## src/hw/rtl/morse_tone_decoder_unit_macros.svh

```systemverilog
// assertion macros shared by the morse tone decoder rtl
`ifndef MORSE_TONE_DECODER_UNIT_MACROS_SVH
`define MORSE_TONE_DECODER_UNIT_MACROS_SVH
`ifndef ASSERT_OFF
`define MTD_ASSERT(lbl, clk, rstn, prop, msg) \
  lbl: assert property (@(posedge clk) disable iff (!(rstn)) (prop)) else $error(msg);
`define MTD_ASSERT_ALWAYS(lbl, clk, prop, msg) \
  lbl: assert property (@(posedge clk) (prop)) else $error(msg);
`else
`define MTD_ASSERT(lbl, clk, rstn, prop, msg)
`define MTD_ASSERT_ALWAYS(lbl, clk, prop, msg)
`endif
`endif

```

## src/hw/rtl/mtd_pkg.sv

```systemverilog
// package: types, constants and the code table of the morse tone decoder
package mtd_pkg;

  localparam int CountBits  = 20;
  localparam int ThrBits    = 15;
  localparam int SampleBits = 16;
  localparam int CharBits   = 7;
  localparam int AddrBits   = 5;
  localparam int DataBits   = 32;
  localparam int QueueDepth = 4;
  localparam int QPtrBits   = $clog2(QueueDepth);
  localparam int QCntBits   = $clog2(QueueDepth + 1);

  localparam logic [CountBits-1:0] CntMax    = {CountBits{1'b1}};
  localparam logic [CharBits-1:0]  SpaceChar = 7'd32;
  localparam logic [2:0]           MaxLen    = 3'd5;
  localparam logic [2:0]           OvfLen    = 3'd6;

  localparam logic [ThrBits-1:0]   ThrReset     = 15'd13107;
  localparam logic [CountBits-1:0] MinPulseRst  = 20'd720;
  localparam logic [CountBits-1:0] DotMaxRst    = 20'd3360;
  localparam logic [CountBits-1:0] DashMaxRst   = 20'd10080;
  localparam logic [CountBits-1:0] GapLenRst    = 20'd10080;

  typedef enum logic [2:0] {
    REG_THRESHOLD = 3'd0,
    REG_MIN_PULSE = 3'd1,
    REG_DOT_MAX   = 3'd2,
    REG_DASH_MAX  = 3'd3,
    REG_GAP_LEN   = 3'd4
  } reg_idx_t;

  typedef struct packed {
    logic [ThrBits-1:0]   tone_threshold;
    logic [CountBits-1:0] min_pulse;
    logic [CountBits-1:0] dot_max;
    logic [CountBits-1:0] dash_max;
    logic [CountBits-1:0] gap_len;
  } cfg_t;

  typedef struct packed {
    logic [CharBits-1:0] character;
    logic                last;
  } result_t;

  typedef struct packed {
    logic [1:0]       cnt;
    result_t [1:0]    ent;
  } push_t;

  function automatic logic [CharBits-1:0] decode_code(input logic [5:0] idx);
    logic [7:0] c;
    case (idx)
      6'd2:  c = "E";  6'd3:  c = "T";  6'd4:  c = "I";  6'd5:  c = "A";
      6'd6:  c = "N";  6'd7:  c = "M";  6'd8:  c = "S";  6'd9:  c = "U";
      6'd10: c = "R";  6'd11: c = "W";  6'd12: c = "D";  6'd13: c = "K";
      6'd14: c = "G";  6'd15: c = "O";  6'd16: c = "H";  6'd17: c = "V";
      6'd18: c = "F";  6'd20: c = "L";  6'd22: c = "P";  6'd23: c = "J";
      6'd24: c = "B";  6'd25: c = "X";  6'd26: c = "C";  6'd27: c = "Y";
      6'd28: c = "Z";  6'd29: c = "Q";  6'd32: c = "5";  6'd33: c = "4";
      6'd35: c = "3";  6'd39: c = "2";  6'd47: c = "1";  6'd48: c = "6";
      6'd56: c = "7";  6'd60: c = "8";  6'd62: c = "9";  6'd63: c = "0";
      default: c = 8'd0;
    endcase
    return c[CharBits-1:0];
  endfunction

endpackage

```

## src/hw/rtl/mtd_if.sv

```systemverilog
// valid/ready channel interfaces for samples and decoded characters
interface mtd_in_if
  import mtd_pkg::*;
  ();
  logic                         valid;
  logic                         ready;
  logic signed [SampleBits-1:0] sample;
  modport source (output valid, output sample, input ready);
  modport sink (input valid, input sample, output ready);
endinterface

interface mtd_out_if
  import mtd_pkg::*;
  ();
  logic                valid;
  logic                ready;
  logic [CharBits-1:0] character;
  logic                last;
  modport source (output valid, output character, output last, input ready);
  modport sink (input valid, input character, input last, output ready);
endinterface

```

## src/hw/rtl/mtd_cfg.sv

```systemverilog
// apb register block holding threshold and timing limits
module mtd_cfg
  import mtd_pkg::*;
(
  input  logic                clk,
  input  logic                rst_n,
  input  logic                psel,
  input  logic                penable,
  input  logic                pwrite,
  input  logic [AddrBits-1:0] paddr,
  input  logic [DataBits-1:0] pwdata,
  output logic [DataBits-1:0] prdata,
  output logic                pready,
  output cfg_t                cfg
);

  cfg_t cfg_r;
  logic wr_en;

  assign pready = 1'b1;
  assign wr_en  = psel && penable && pwrite && pready;
  assign cfg    = cfg_r;

  always_ff @(posedge clk) begin
    if (!rst_n) begin
      cfg_r.tone_threshold <= ThrReset;
      cfg_r.min_pulse      <= MinPulseRst;
      cfg_r.dot_max        <= DotMaxRst;
      cfg_r.dash_max       <= DashMaxRst;
      cfg_r.gap_len        <= GapLenRst;
    end else if (wr_en) begin
      unique case (paddr[AddrBits-1:2])
        REG_THRESHOLD: cfg_r.tone_threshold <= pwdata[ThrBits-1:0];
        REG_MIN_PULSE: cfg_r.min_pulse      <= pwdata[CountBits-1:0];
        REG_DOT_MAX:   cfg_r.dot_max        <= pwdata[CountBits-1:0];
        REG_DASH_MAX:  cfg_r.dash_max       <= pwdata[CountBits-1:0];
        REG_GAP_LEN:   cfg_r.gap_len        <= pwdata[CountBits-1:0];
        default: ;
      endcase
    end
  end

  always_comb begin
    unique case (paddr[AddrBits-1:2])
      REG_THRESHOLD: prdata = DataBits'(cfg_r.tone_threshold);
      REG_MIN_PULSE: prdata = DataBits'(cfg_r.min_pulse);
      REG_DOT_MAX:   prdata = DataBits'(cfg_r.dot_max);
      REG_DASH_MAX:  prdata = DataBits'(cfg_r.dash_max);
      REG_GAP_LEN:   prdata = DataBits'(cfg_r.gap_len);
      default:       prdata = '0;
    endcase
  end

endmodule

```

## src/hw/rtl/mtd_core.sv

```systemverilog
// sample register, tone and silence counters, pattern build and decode
`include "morse_tone_decoder_unit_macros.svh"
module mtd_core
  import mtd_pkg::*;
(
  input  logic      clk,
  input  logic      rst_n,
  mtd_in_if.sink    in_ch,
  input  cfg_t      cfg,
  input  logic      room,
  output push_t     push
);

  logic                         s_vld_r;
  logic signed [SampleBits-1:0] s_sample_r;
  logic                         in_tone_r, in_tone_nxt;
  logic [CountBits-1:0]         tone_cnt_r, tone_cnt_nxt;
  logic [CountBits-1:0]         sil_cnt_r, sil_cnt_nxt;
  logic [4:0]                   pbits_r, pbits_nxt;
  logic [2:0]                   plen_r, plen_nxt;

  logic                 fire;
  logic [SampleBits:0]  mag;
  logic                 is_tone;
  logic [CountBits-1:0] tone_inc, sil_inc;
  logic                 is_dot, is_dash;
  logic [5:0]           code_idx;
  logic [CharBits-1:0]  dec_char;

  assign fire        = s_vld_r && room;
  assign in_ch.ready = !s_vld_r || fire;

  always_ff @(posedge clk) begin
    if (!rst_n) begin
      s_vld_r <= 1'b0;
    end else if (in_ch.valid && in_ch.ready) begin
      s_vld_r <= 1'b1;
    end else if (fire) begin
      s_vld_r <= 1'b0;
    end
  end

  always_ff @(posedge clk) begin
    if (in_ch.valid && in_ch.ready) begin
      s_sample_r <= in_ch.sample;
    end
  end

  always_comb begin
    mag      = s_sample_r[SampleBits-1] ?
               ((SampleBits+1)'(1) << SampleBits) - {1'b0, s_sample_r} :
               {1'b0, s_sample_r};
    is_tone  = mag >= (SampleBits+1)'(cfg.tone_threshold);
    tone_inc = (tone_cnt_r == CntMax) ? tone_cnt_r : tone_cnt_r + CountBits'(1);
    sil_inc  = (sil_cnt_r == CntMax) ? sil_cnt_r : sil_cnt_r + CountBits'(1);
    is_dot   = (tone_cnt_r >= cfg.min_pulse) && (tone_cnt_r <= cfg.dot_max);
    is_dash  = (tone_cnt_r > cfg.dot_max) && (tone_cnt_r <= cfg.dash_max);
    code_idx = (6'd1 << plen_r) | {1'b0, pbits_r};
    dec_char = (plen_r > MaxLen) ? SpaceChar : decode_code(code_idx);
  end

  always_comb begin
    in_tone_nxt  = in_tone_r;
    tone_cnt_nxt = tone_cnt_r;
    sil_cnt_nxt  = sil_cnt_r;
    pbits_nxt    = pbits_r;
    plen_nxt     = plen_r;
    push.cnt     = 2'd0;
    push.ent[0]  = '{character: SpaceChar, last: 1'b1};
    push.ent[1]  = '{character: SpaceChar, last: 1'b1};
    if (fire) begin
      if (is_tone) begin
        in_tone_nxt  = 1'b1;
        tone_cnt_nxt = in_tone_r ? tone_inc : CountBits'(1);
      end else if (in_tone_r) begin
        if (is_dot || is_dash) begin
          if (plen_r < MaxLen) begin
            pbits_nxt = {pbits_r[3:0], is_dash};
            plen_nxt  = plen_r + 3'd1;
          end else begin
            plen_nxt = OvfLen;
          end
        end
        in_tone_nxt  = 1'b0;
        tone_cnt_nxt = '0;
        sil_cnt_nxt  = '0;
      end else begin
        sil_cnt_nxt = sil_inc;
        if (sil_inc >= cfg.gap_len) begin
          sil_cnt_nxt = '0;
          if (plen_r != 3'd0) begin
            push.cnt    = 2'd2;
            push.ent[0] = '{character: dec_char, last: 1'b0};
            pbits_nxt   = '0;
            plen_nxt    = '0;
          end else begin
            push.cnt = 2'd1;
          end
        end
      end
    end
  end

  always_ff @(posedge clk) begin
    if (!rst_n) begin
      in_tone_r  <= 1'b0;
      tone_cnt_r <= '0;
      sil_cnt_r  <= '0;
      pbits_r    <= '0;
      plen_r     <= '0;
    end else begin
      in_tone_r  <= in_tone_nxt;
      tone_cnt_r <= tone_cnt_nxt;
      sil_cnt_r  <= sil_cnt_nxt;
      pbits_r    <= pbits_nxt;
      plen_r     <= plen_nxt;
    end
  end

  `MTD_ASSERT(a_plen_range, clk, rst_n, plen_r != 3'd7, "pattern length out of range")
  `MTD_ASSERT(a_tone_cnt_idle, clk, rst_n, !in_tone_r |-> tone_cnt_r == '0, "tone count off tone")
  `MTD_ASSERT(a_pair_order, clk, rst_n, (push.cnt == 2'd2) |-> !push.ent[0].last, "pair order")

endmodule

```

## src/hw/rtl/mtd_outq.sv

```systemverilog
// four entry result queue taking up to two results per cycle
`include "morse_tone_decoder_unit_macros.svh"
module mtd_outq
  import mtd_pkg::*;
(
  input  logic      clk,
  input  logic      rst_n,
  input  push_t     push,
  output logic      room,
  mtd_out_if.source out_ch
);

  result_t               mem_r [QueueDepth];
  logic [QPtrBits-1:0]   wr_ptr_r, rd_ptr_r;
  logic [QCntBits-1:0]   cnt_r, cnt_nxt;
  logic                  pop;
  logic [QPtrBits-1:0]   wr_ptr_p1;

  assign room             = cnt_r <= QCntBits'(QueueDepth - 2);
  assign pop              = out_ch.valid && out_ch.ready;
  assign out_ch.valid     = cnt_r != '0;
  assign out_ch.character = mem_r[rd_ptr_r].character;
  assign out_ch.last      = mem_r[rd_ptr_r].last;
  assign wr_ptr_p1        = wr_ptr_r + QPtrBits'(1);
  assign cnt_nxt          = cnt_r + QCntBits'(push.cnt) - QCntBits'(pop);

  always_ff @(posedge clk) begin
    if (push.cnt != 2'd0) begin
      mem_r[wr_ptr_r] <= push.ent[0];
    end
    if (push.cnt == 2'd2) begin
      mem_r[wr_ptr_p1] <= push.ent[1];
    end
  end

  always_ff @(posedge clk) begin
    if (!rst_n) begin
      wr_ptr_r <= '0;
      rd_ptr_r <= '0;
      cnt_r    <= '0;
    end else begin
      wr_ptr_r <= wr_ptr_r + QPtrBits'(push.cnt);
      if (pop) begin
        rd_ptr_r <= rd_ptr_r + QPtrBits'(1);
      end
      cnt_r <= cnt_nxt;
    end
  end

  `MTD_ASSERT(a_cnt_bound, clk, rst_n, cnt_r <= QCntBits'(QueueDepth), "queue count overflow")
  `MTD_ASSERT(a_push_room, clk, rst_n, (push.cnt != 2'd0) |-> room, "push without room")

endmodule

```

## src/hw/rtl/morse_tone_decoder_unit.sv

```systemverilog
// top level of the morse tone decoder
//
//   channel   dir   handshake      payload
//   in_ch     in    valid/ready    sample (16b signed)
//   out_ch    out   valid/ready    character (7b), last (1b)
//   apb       in    psel/penable   paddr (5b), pwdata/prdata (32b)
//
// a sample request is taken every cycle while the result queue has room for two
// a sample's results pass through the sample register and then the result queue before they are offered
// one result leaves per cycle while out_ch is ready; a two-result sample sends its results one after the other
// reset is synchronous, active low; no clearing pass
// an output stall holds the queue; input stalls while a held sample waits for two free slots
module morse_tone_decoder_unit
  import mtd_pkg::*;
(
  input  logic                clk,
  input  logic                rst_n,
  mtd_in_if.sink              in_ch,
  mtd_out_if.source           out_ch,
  input  logic                psel,
  input  logic                penable,
  input  logic                pwrite,
  input  logic [AddrBits-1:0] paddr,
  input  logic [DataBits-1:0] pwdata,
  output logic [DataBits-1:0] prdata,
  output logic                pready
);

  cfg_t  cfg;
  push_t push;
  logic  room;

  mtd_cfg u_cfg (
    .clk     (clk),
    .rst_n   (rst_n),
    .psel    (psel),
    .penable (penable),
    .pwrite  (pwrite),
    .paddr   (paddr),
    .pwdata  (pwdata),
    .prdata  (prdata),
    .pready  (pready),
    .cfg     (cfg)
  );

  mtd_core u_core (
    .clk   (clk),
    .rst_n (rst_n),
    .in_ch (in_ch),
    .cfg   (cfg),
    .room  (room),
    .push  (push)
  );

  mtd_outq u_outq (
    .clk    (clk),
    .rst_n  (rst_n),
    .push   (push),
    .room   (room),
    .out_ch (out_ch)
  );

endmodule
```

## src/flat_wrapper.sv

```systemverilog
// flat-port wrapper written by rule: the top's interface ports become plain ports
module morse_tone_decoder_unit_flat import mtd_pkg::*;
  (clk, rst_n, psel, penable, pwrite, paddr, pwdata, prdata, pready, in_ch_valid, in_ch_sample, in_ch_ready, out_ch_valid, out_ch_character, out_ch_last, out_ch_ready);
  mtd_in_if in_ch_i ();
  mtd_out_if out_ch_i ();
  input  logic clk;
  input  logic rst_n;
  input  logic psel;
  input  logic penable;
  input  logic pwrite;
  input  logic [AddrBits-1:0] paddr;
  input  logic [DataBits-1:0] pwdata;
  output logic [DataBits-1:0] prdata;
  output logic pready;
  input wire logic [$bits(in_ch_i.valid)-1:0] in_ch_valid;
  input wire logic [$bits(in_ch_i.sample)-1:0] in_ch_sample;
  output wire logic [$bits(in_ch_i.ready)-1:0] in_ch_ready;
  output wire logic [$bits(out_ch_i.valid)-1:0] out_ch_valid;
  output wire logic [$bits(out_ch_i.character)-1:0] out_ch_character;
  output wire logic [$bits(out_ch_i.last)-1:0] out_ch_last;
  input wire logic [$bits(out_ch_i.ready)-1:0] out_ch_ready;
  assign in_ch_i.valid = in_ch_valid;
  assign in_ch_i.sample = in_ch_sample;
  assign in_ch_ready = in_ch_i.ready;
  assign out_ch_valid = out_ch_i.valid;
  assign out_ch_character = out_ch_i.character;
  assign out_ch_last = out_ch_i.last;
  assign out_ch_i.ready = out_ch_ready;
  morse_tone_decoder_unit u_core (.clk(clk), .rst_n(rst_n), .in_ch(in_ch_i), .out_ch(out_ch_i), .psel(psel), .penable(penable), .pwrite(pwrite), .paddr(paddr), .pwdata(pwdata), .prdata(prdata), .pready(pready));
endmodule
```

## config.mk

```make
export PLATFORM = sky130hd
export DESIGN_NAME = morse_tone_decoder_unit_flat
export DESIGN_NICKNAME = d
export VERILOG_FILES = /design/src/hw/rtl/mtd_pkg.sv /design/src/hw/rtl/mtd_if.sv /design/src/hw/rtl/mtd_cfg.sv /design/src/hw/rtl/mtd_core.sv /design/src/hw/rtl/mtd_outq.sv /design/src/hw/rtl/morse_tone_decoder_unit.sv /design/src/flat_wrapper.sv
export VERILOG_INCLUDE_DIRS = /design/src /design/src/hw/rtl
export SDC_FILE = /design/constraint.sdc
export NUM_CORES = 1
export LEC_CHECK = 0
export ABC_AREA = 1
export BUFFER_PORTS_ARGS = -buffer_cell sky130_fd_sc_hd__buf_2
export CAP_MARGIN = 10
export CORE_MARGIN = 2
export CORE_UTILIZATION = 27
export DETAILED_ROUTE_END_ITERATION = 8
export GPL_TIMING_DRIVEN = 0
export HOLD_SLACK_MARGIN = 0.02
export PLACE_DENSITY = 0.49
export RECOVER_POWER = 50
export SYNTH_ARGS = -nofsm -noshare
export SYNTH_HDL_FRONTEND = slang
export SYNTH_SLANG_ARGS = --single-unit
```

## constraint.sdc

```tcl
create_clock -name clk -period 9.2 [get_ports clk]
set_input_delay 1.38 -clock clk [delete_from_list [all_inputs] [get_ports clk]]
set_output_delay 1.38 -clock clk [all_outputs]
set_load 0.1 [all_outputs]
```

==> results of run 1 <==
[metrics by stage]
step	worst slack, ns	hold slack [ns]
after global routing	3.13	0.471
final	3.22	0.455
after floorplan	3.76	0.424
after detailed placement	4.36	0.438
after CTS	4.34	0.454
after global placement	4.31	0.437
[critical path: stages]
cell and delay (ns):
clkbuf_1 0.14, inv_1 0.08, nor3_1 1.16, clkinv_1 0.36, clkbuf_1 0.42, o22ai_1 0.26
a221oi_1 0.07, o21ai_0 0.21, buf_2 0.51
[cell usage in the layout (no fill, tap or decap), types with 6 or more instances in the layout]
cell,instances
nand2_1,360
inv_1,234
dfxtp_1,186
a21oi_1,184
o21ai_0,156
nor2_1,143
ha_1,115
buf_2,79
nand3_1,77
clkbuf_1,48
xor2_1,38
nand4_1,29
clkbuf_16,28
nor3_1,24
o22ai_1,19
buf_4,16
edfxtp_1,16
a221oi_1,15
o211ai_1,14
conb_1,13
inv_2,10
clkinv_1,10
a211oi_1,9
nor2_2,8
clkinv_2,7
o21ai_1,6
xnor2_1,6
[report_power, final]
part           leakage, nW  internal, mW  switching (mW)
combinational         4.64         0.165           0.541
clock                0.450         0.672           0.426
sequential            1.66         0.935          0.0423
total                 6.75          1.77            1.01
[worst paths after layout]
| path | depth (start not counted) | slack, ns | endpoint | startpoint |
|---|---|---|---|---|
| worst min-delay path | 2 | 0.46 | u_core.u_outq.mem_r[2][0]$_SDFFE_PP1P_ | u_core.u_outq.mem_r[2][0]$_SDFFE_PP1P_ |
| worst max-delay path | 9 | 3.22 | prdata[14] | paddr[3] |
| worst max register to register | 28 | 4.40 | u_core.u_outq.cnt_r[2]$_SDFF_PN0_ | u_core.u_core.s_sample_r[0]$_DFFE_PP_ |
| worst min register to register | 2 | 0.46 | u_core.u_outq.mem_r[2][0]$_SDFFE_PP1P_ | u_core.u_outq.mem_r[2][0]$_SDFFE_PP1P_ |
[kinds of logic (layout without fill, tap and decap cells)]
family,after synthesis,after routing
AOI/OAI and AO/OA,426,426
buffers and inverters,325,448
DFF,202,202
and+or+nand+nor,670,670
other,2,14
xor gates and xnor gates,44,44
adders and majority gates,116,116
[layer usage]
metal	up-vias	wire (um)	GRT usage (%)
li1	6136	-	-
met4	2	1240	5.27
met3	69	2340	2.93
met5	-	13	0
met1	5679	19600	23.4
met2	324	20200	30.1
[flip-flops by register name, summed over array words and instances, names as in the netlist, named ones only]
register / cells
u_core.u_core.s_vld_r: 1
u_core.u_outq.cnt_r: 3
u_core.u_core.s_sample_r: 16
u_core.u_outq.rd_ptr_r: 2
u_core.u_outq.mem_r: 32
u_core.u_outq.wr_ptr_r: 2
u_core.u_core.plen_r: 3
u_core.u_core.tone_cnt_r: 20
u_core.u_core.in_tone_r: 1
u_core.u_core.sil_cnt_r: 20
u_core.u_core.pbits_r: 5
u_core.u_cfg.cfg: 95
[area by class of cell]
class                      instances  area (um^2)
fill                            5053        31800
buffer                            71          367
antenna                            1         2.50
inverter                         254          953
clock inverter                    14          178
multi-input combinational       1269         7140
tap                              607          759
timing repair buffer              76          374
sequential                       202         4200
clock buffer                      33          729
==> run_results.csv, run 1 <==
group,metric,value,unit
placement,hpwl,33600,um
detailed_routing,post-route-drc-count,0,
job,maxCapViolCount,1,
clock_tree,cts_hold_buf,0,
synthesis,ys_seq_area_share,33.2,%
detailed_routing,vias,12200,
global_routing,grt_pass1_wl,66800,um
global_routing,grt_overflow,0,
synthesis,synth_top_family_by_area,"simple AND/OR/NAND/NOR gates",
die,die_h,221,um
sta,slew_viol_final,1,
sta,relSlewSlack,-0.0937,%
detailed_routing,first_pass_iters,5,
critical_path,criticalPathCategory,"primary input to primary output",
clock_tree,root_buffer,"clkbuf_16",
final_layout,fin_cells,2527,
critical_path,cp.arrival,4.60,ns
synthesis,yosysUniqueCellTypes,53,
synthesis,synth_simple_gate_area_share,23.2,%
final_layout,stdcell_area,14700,um^2
pwr,p_per_area,189,nW/um^2
clock_tree,clkSinkCount,202,
synthesis,synth_top_area_share,29.4,%
critical_path,cp-start-kind,"primary input",
pwr,irDropWorstVdd,0.138,mV
hold_path,hold_class,"register to register",
synthesis,yosys.area_share.xor_xnor,3.04,%
synthesis,synth-seq-cells,202,
clock_tree,clock_tree.buffer_depth,3,
clock_tree,cts_tree,"yes",
placement,placed_area,13900,um^2
synthesis,synth-edff-count,16,
placement,gp_congestion,0.887,
synthesis,synth_top_cell_by_area,"dfxtp_1",
sta,timing.final.hold_violations,0,
placement,dp.cells,2479,
global_routing,grt_pass1_vias,11600,
synthesis,synth_commonest_cells,"nand2_1, inv_1, dfxtp_1",
sta,tns,0,ns
final_layout,final_util,31.7,%
synthesis,syn_area_per_cell,7.09,um^2
placement,io_buffers,75,
synthesis,syn_inst,1785,
sta,period_minus_slack,5.98,ns
synthesis,async_flop_share,0,%
critical_path,crit_required,7.82,ns
global_routing,antenna_found_initial,4,
pwr,leakage,6.75,nW
sta,finalCritPeriodShare,65.0,%
synthesis,synth-compound-area-share,18.5,%
die,core-area,46500,um^2
sta,fin_skew,0.0260,ns
clock_tree,cts_buffers,26,
clock_tree,postCtsSetupBuffers,0,
global_routing,track_usage,17.9,%
synthesis,synth_most_common_cell,"nand2_1",
run_status,failed_checks,"max-capacitance violations, max-slew violations",
clock_tree,htree_levels,1,
die,num_rows,79,
synthesis,ys_warn_count,0,
critical_path,crit_fanout,10,
detailed_routing,drt-total-wl,43400,um
sta,fmax,167,MHz
detailed_routing,viasPerCell,4.83,
detailed_routing,drt-wirelength-per-cell,17.2,um
clock_tree,clock_latency,0.56,ns
synthesis,syn_area,12700,um^2
final_layout,layout-drive-gt1-share,9.59,%
synthesis,muxShareOfSynthArea,0,%
detailed_routing,drt_iter0_drc,789,
synthesis,synth_flop_cell,"dfxtp_1",
die,start_util,27.2,%
pwr,power,2.78,mW
sta,setup_violations,0,
sta,worstMarginPinSlew,1.49,ns
sta,rsz0062_at_grt,"no",
die,io_pins,103,
clock_tree,cts_resized,0,
run_status,outcome,"complete, but fails checks",
final_layout,final_net_count,2076,
die,fp.dieArea,48600,um^2
synthesis,synth-adder-area-share,11.5,%
die,die_w,221,um
global_routing,grt_max_degree,17,
clock_tree,path_clk_slew,0.06,ns
critical_path,end_kind,"primary output",
synthesis,netlist_top_cells_area,"dfxtp_1, ha_1, nand2_1",
detailed_routing,ant_nets,0,
final_layout,area_growth,16.2,%
Power figures use the tool's default switching activity.
==> run 2: changes to the inputs <==
Settings changed: PLACE_DENSITY 0.49 to 0.51.
Clock period 9.2 ns to 5.5 ns, I/O delays scaled along.
==> run_results.csv, run 2 (synthesized netlist as in run 1, its figures left out) <==
group,metric,value,unit
run_status,outcome,"complete, but fails checks",
run_status,failed_checks,"max-capacitance violations, max-slew violations",
critical_path,rrSetupSlack,0.78,ns
final_layout,largest_reg_flops,95,
detailed_routing,first_pass_iters,7,
pwr,power,4.54,mW
global_routing,antenna_found_initial,2,
detailed_routing,viasPerCell,4.86,
sta,period_minus_slack,4.90,ns
final_layout,seqCellArea,4200,um^2
critical_path,criticalPathCategory,"primary input to primary output",
final_layout,layout-drive-gt1-share,9.54,%
critical_path,cp-start-kind,"primary input",
detailed_routing,vias,12300,
job,maxCapViolCount,1,
final_layout,final_net_count,2076,
final_layout,diodes,0,
die,core-area,46500,um^2
clock_tree,clkSinkCount,202,
critical_path,reg2reg_depth,28,
sta,worstMarginPinSlew,1.54,ns
final_layout,multiInputGateArea,7140,um^2
placement,dp.cells,2479,
clock_tree,path_clk_slew,0.06,ns
global_routing,grt_overflow,0,
detailed_routing,drt-total-wl,43300,um
critical_path,crit_required,4.68,ns
sta,finalCritPeriodShare,89.1,%
placement,hpwl,33500,um
detailed_routing,ant_nets,0,
clock_tree,postCtsSetupBuffers,0,
sta,slew_viol_final,11,
final_layout,stdcell_area,14700,um^2
hold_path,whs_endpoint,"u_core.u_core.s_sample_r[7]$_DFFE_PP_",
global_routing,grt_pass1_wl,67800,um
clock_tree,cts_buffers,26,
clock_tree,cts_hold_buf,0,
critical_path,r2r-start,"u_core.u_core.s_sample_r[0]$_DFFE_PP_",
sta,setup_violations,0,
sta,relSlewSlack,-3.45,%
clock_tree,htree_levels,1,
hold_path,hp-start,"in_ch_sample[7]",
sta,fmax,204,MHz
placement,pre_cts_ws,0.767,ns
pwr,leakage,6.72,nW
placement,gp_congestion,0.889,
critical_path,end_kind,"primary output",
sta,timing.final.hold_violations,0,
die,start_util,27.2,%
sta,tns,0,ns
detailed_routing,post-route-drc-count,0,
final_layout,final_common_cell,"nand2_1",
sta,whs,0.453,ns
pwr,irDropWorstVdd,0.234,mV
pwr,p_per_area,310,nW/um^2
die,fp.dieArea,48600,um^2
final_layout,final_util,31.5,%
clock_tree,clock_tree.buffer_depth,3,
placement,io_buffers,75,
clock_tree,root_buffer,"clkbuf_16",
sta,fin_skew,0.0169,ns
die,die_h,221,um
clock_tree,cts_resized,0,
sta,rsz0062_at_grt,"no",
global_routing,track_usage,18.0,%
clock_tree,clock_latency,0.55,ns
global_routing,grt_pass1_vias,11800,
critical_path,crit_fanout,10,
final_layout,fillers,5087,
critical_path,cp.arrival,4.07,ns
die,die_w,221,um
sta,layout_setup_ws,0.601,ns
critical_path,worstReg2RegEnd,"u_core.u_outq.cnt_r[2]$_SDFF_PN0_",
clock_tree,cts_tree,"yes",
hold_path,hold_class,"primary input to register",
detailed_routing,drt-wirelength-per-cell,17.1,um
final_layout,area_growth,15.7,%
final_layout,fin_cells,2525,
die,num_rows,79,
final_layout,layout_common_cells,"nand2_1, inv_1, dfxtp_1",
placement,placed_area,13900,um^2
detailed_routing,drt_iter0_drc,827,
die,io_pins,103,
hold_path,min_path_cells,1,
global_routing,grt_max_degree,17,
==> run 2: worst max path at each step <==
stage / startpoint / depth (start not counted) / slack (ns) / endpoint
after floorplan: paddr[2] / 4 / 1.17 / prdata[10]
after global placement: u_core.u_core.s_sample_r[0]$_DFFE_PP_ / 28 / 0.79 / u_core.u_outq.cnt_r[2]$_SDFF_PN0_
after detailed placement: u_core.u_core.s_sample_r[0]$_DFFE_PP_ / 28 / 0.77 / u_core.u_outq.cnt_r[2]$_SDFF_PN0_
after CTS: u_core.u_core.s_sample_r[0]$_DFFE_PP_ / 28 / 0.75 / u_core.u_outq.cnt_r[2]$_SDFF_PN0_
after global routing: u_core.u_core.sil_cnt_r[0]$_SDFFE_PN0P_ / 26 / 0.39 / u_core.u_outq.cnt_r[2]$_SDFF_PN0_
final: paddr[3] / 9 / 0.60 / prdata[3]
==> run 2: power by group <==
group	switching (mW)	internal, mW	leakage, nW
combinational	0.906	0.276	4.63
sequential	0.0676	1.56	1.66
clock	0.700	1.03	0.428
total	1.67	2.87	6.72
==> run 2: routing by layer <==
metal	track usage (%)	share of wire, %
met2	29.5	45
met5	0	0.074
met3	2.67	5.8
met4	4.87	2.9
met1	24.6	46
==> run 2: critical path: stages <==
cell      delay, ns
clkbuf_1       0.15
inv_1          0.08
nor3_1         1.19
clkinv_1       0.35
clkbuf_1       0.43
o22ai_1        0.25
a221oi_1       0.07
o21ai_0        0.21
buf_2          0.51
==> run 2: final cells by class <==
cell class | instances | share of cell area (%)
Multi-Input combinational cell | 1269 | 48.7
Sequential cell | 202 | 28.7
Inverter | 254 | 6.51
Tap cell | 607 | 5.18
Clock buffer | 35 | 5.01
Timing Repair Buffer | 76 | 2.55
Buffer | 71 | 2.50
Clock inverter | 11 | 0.828
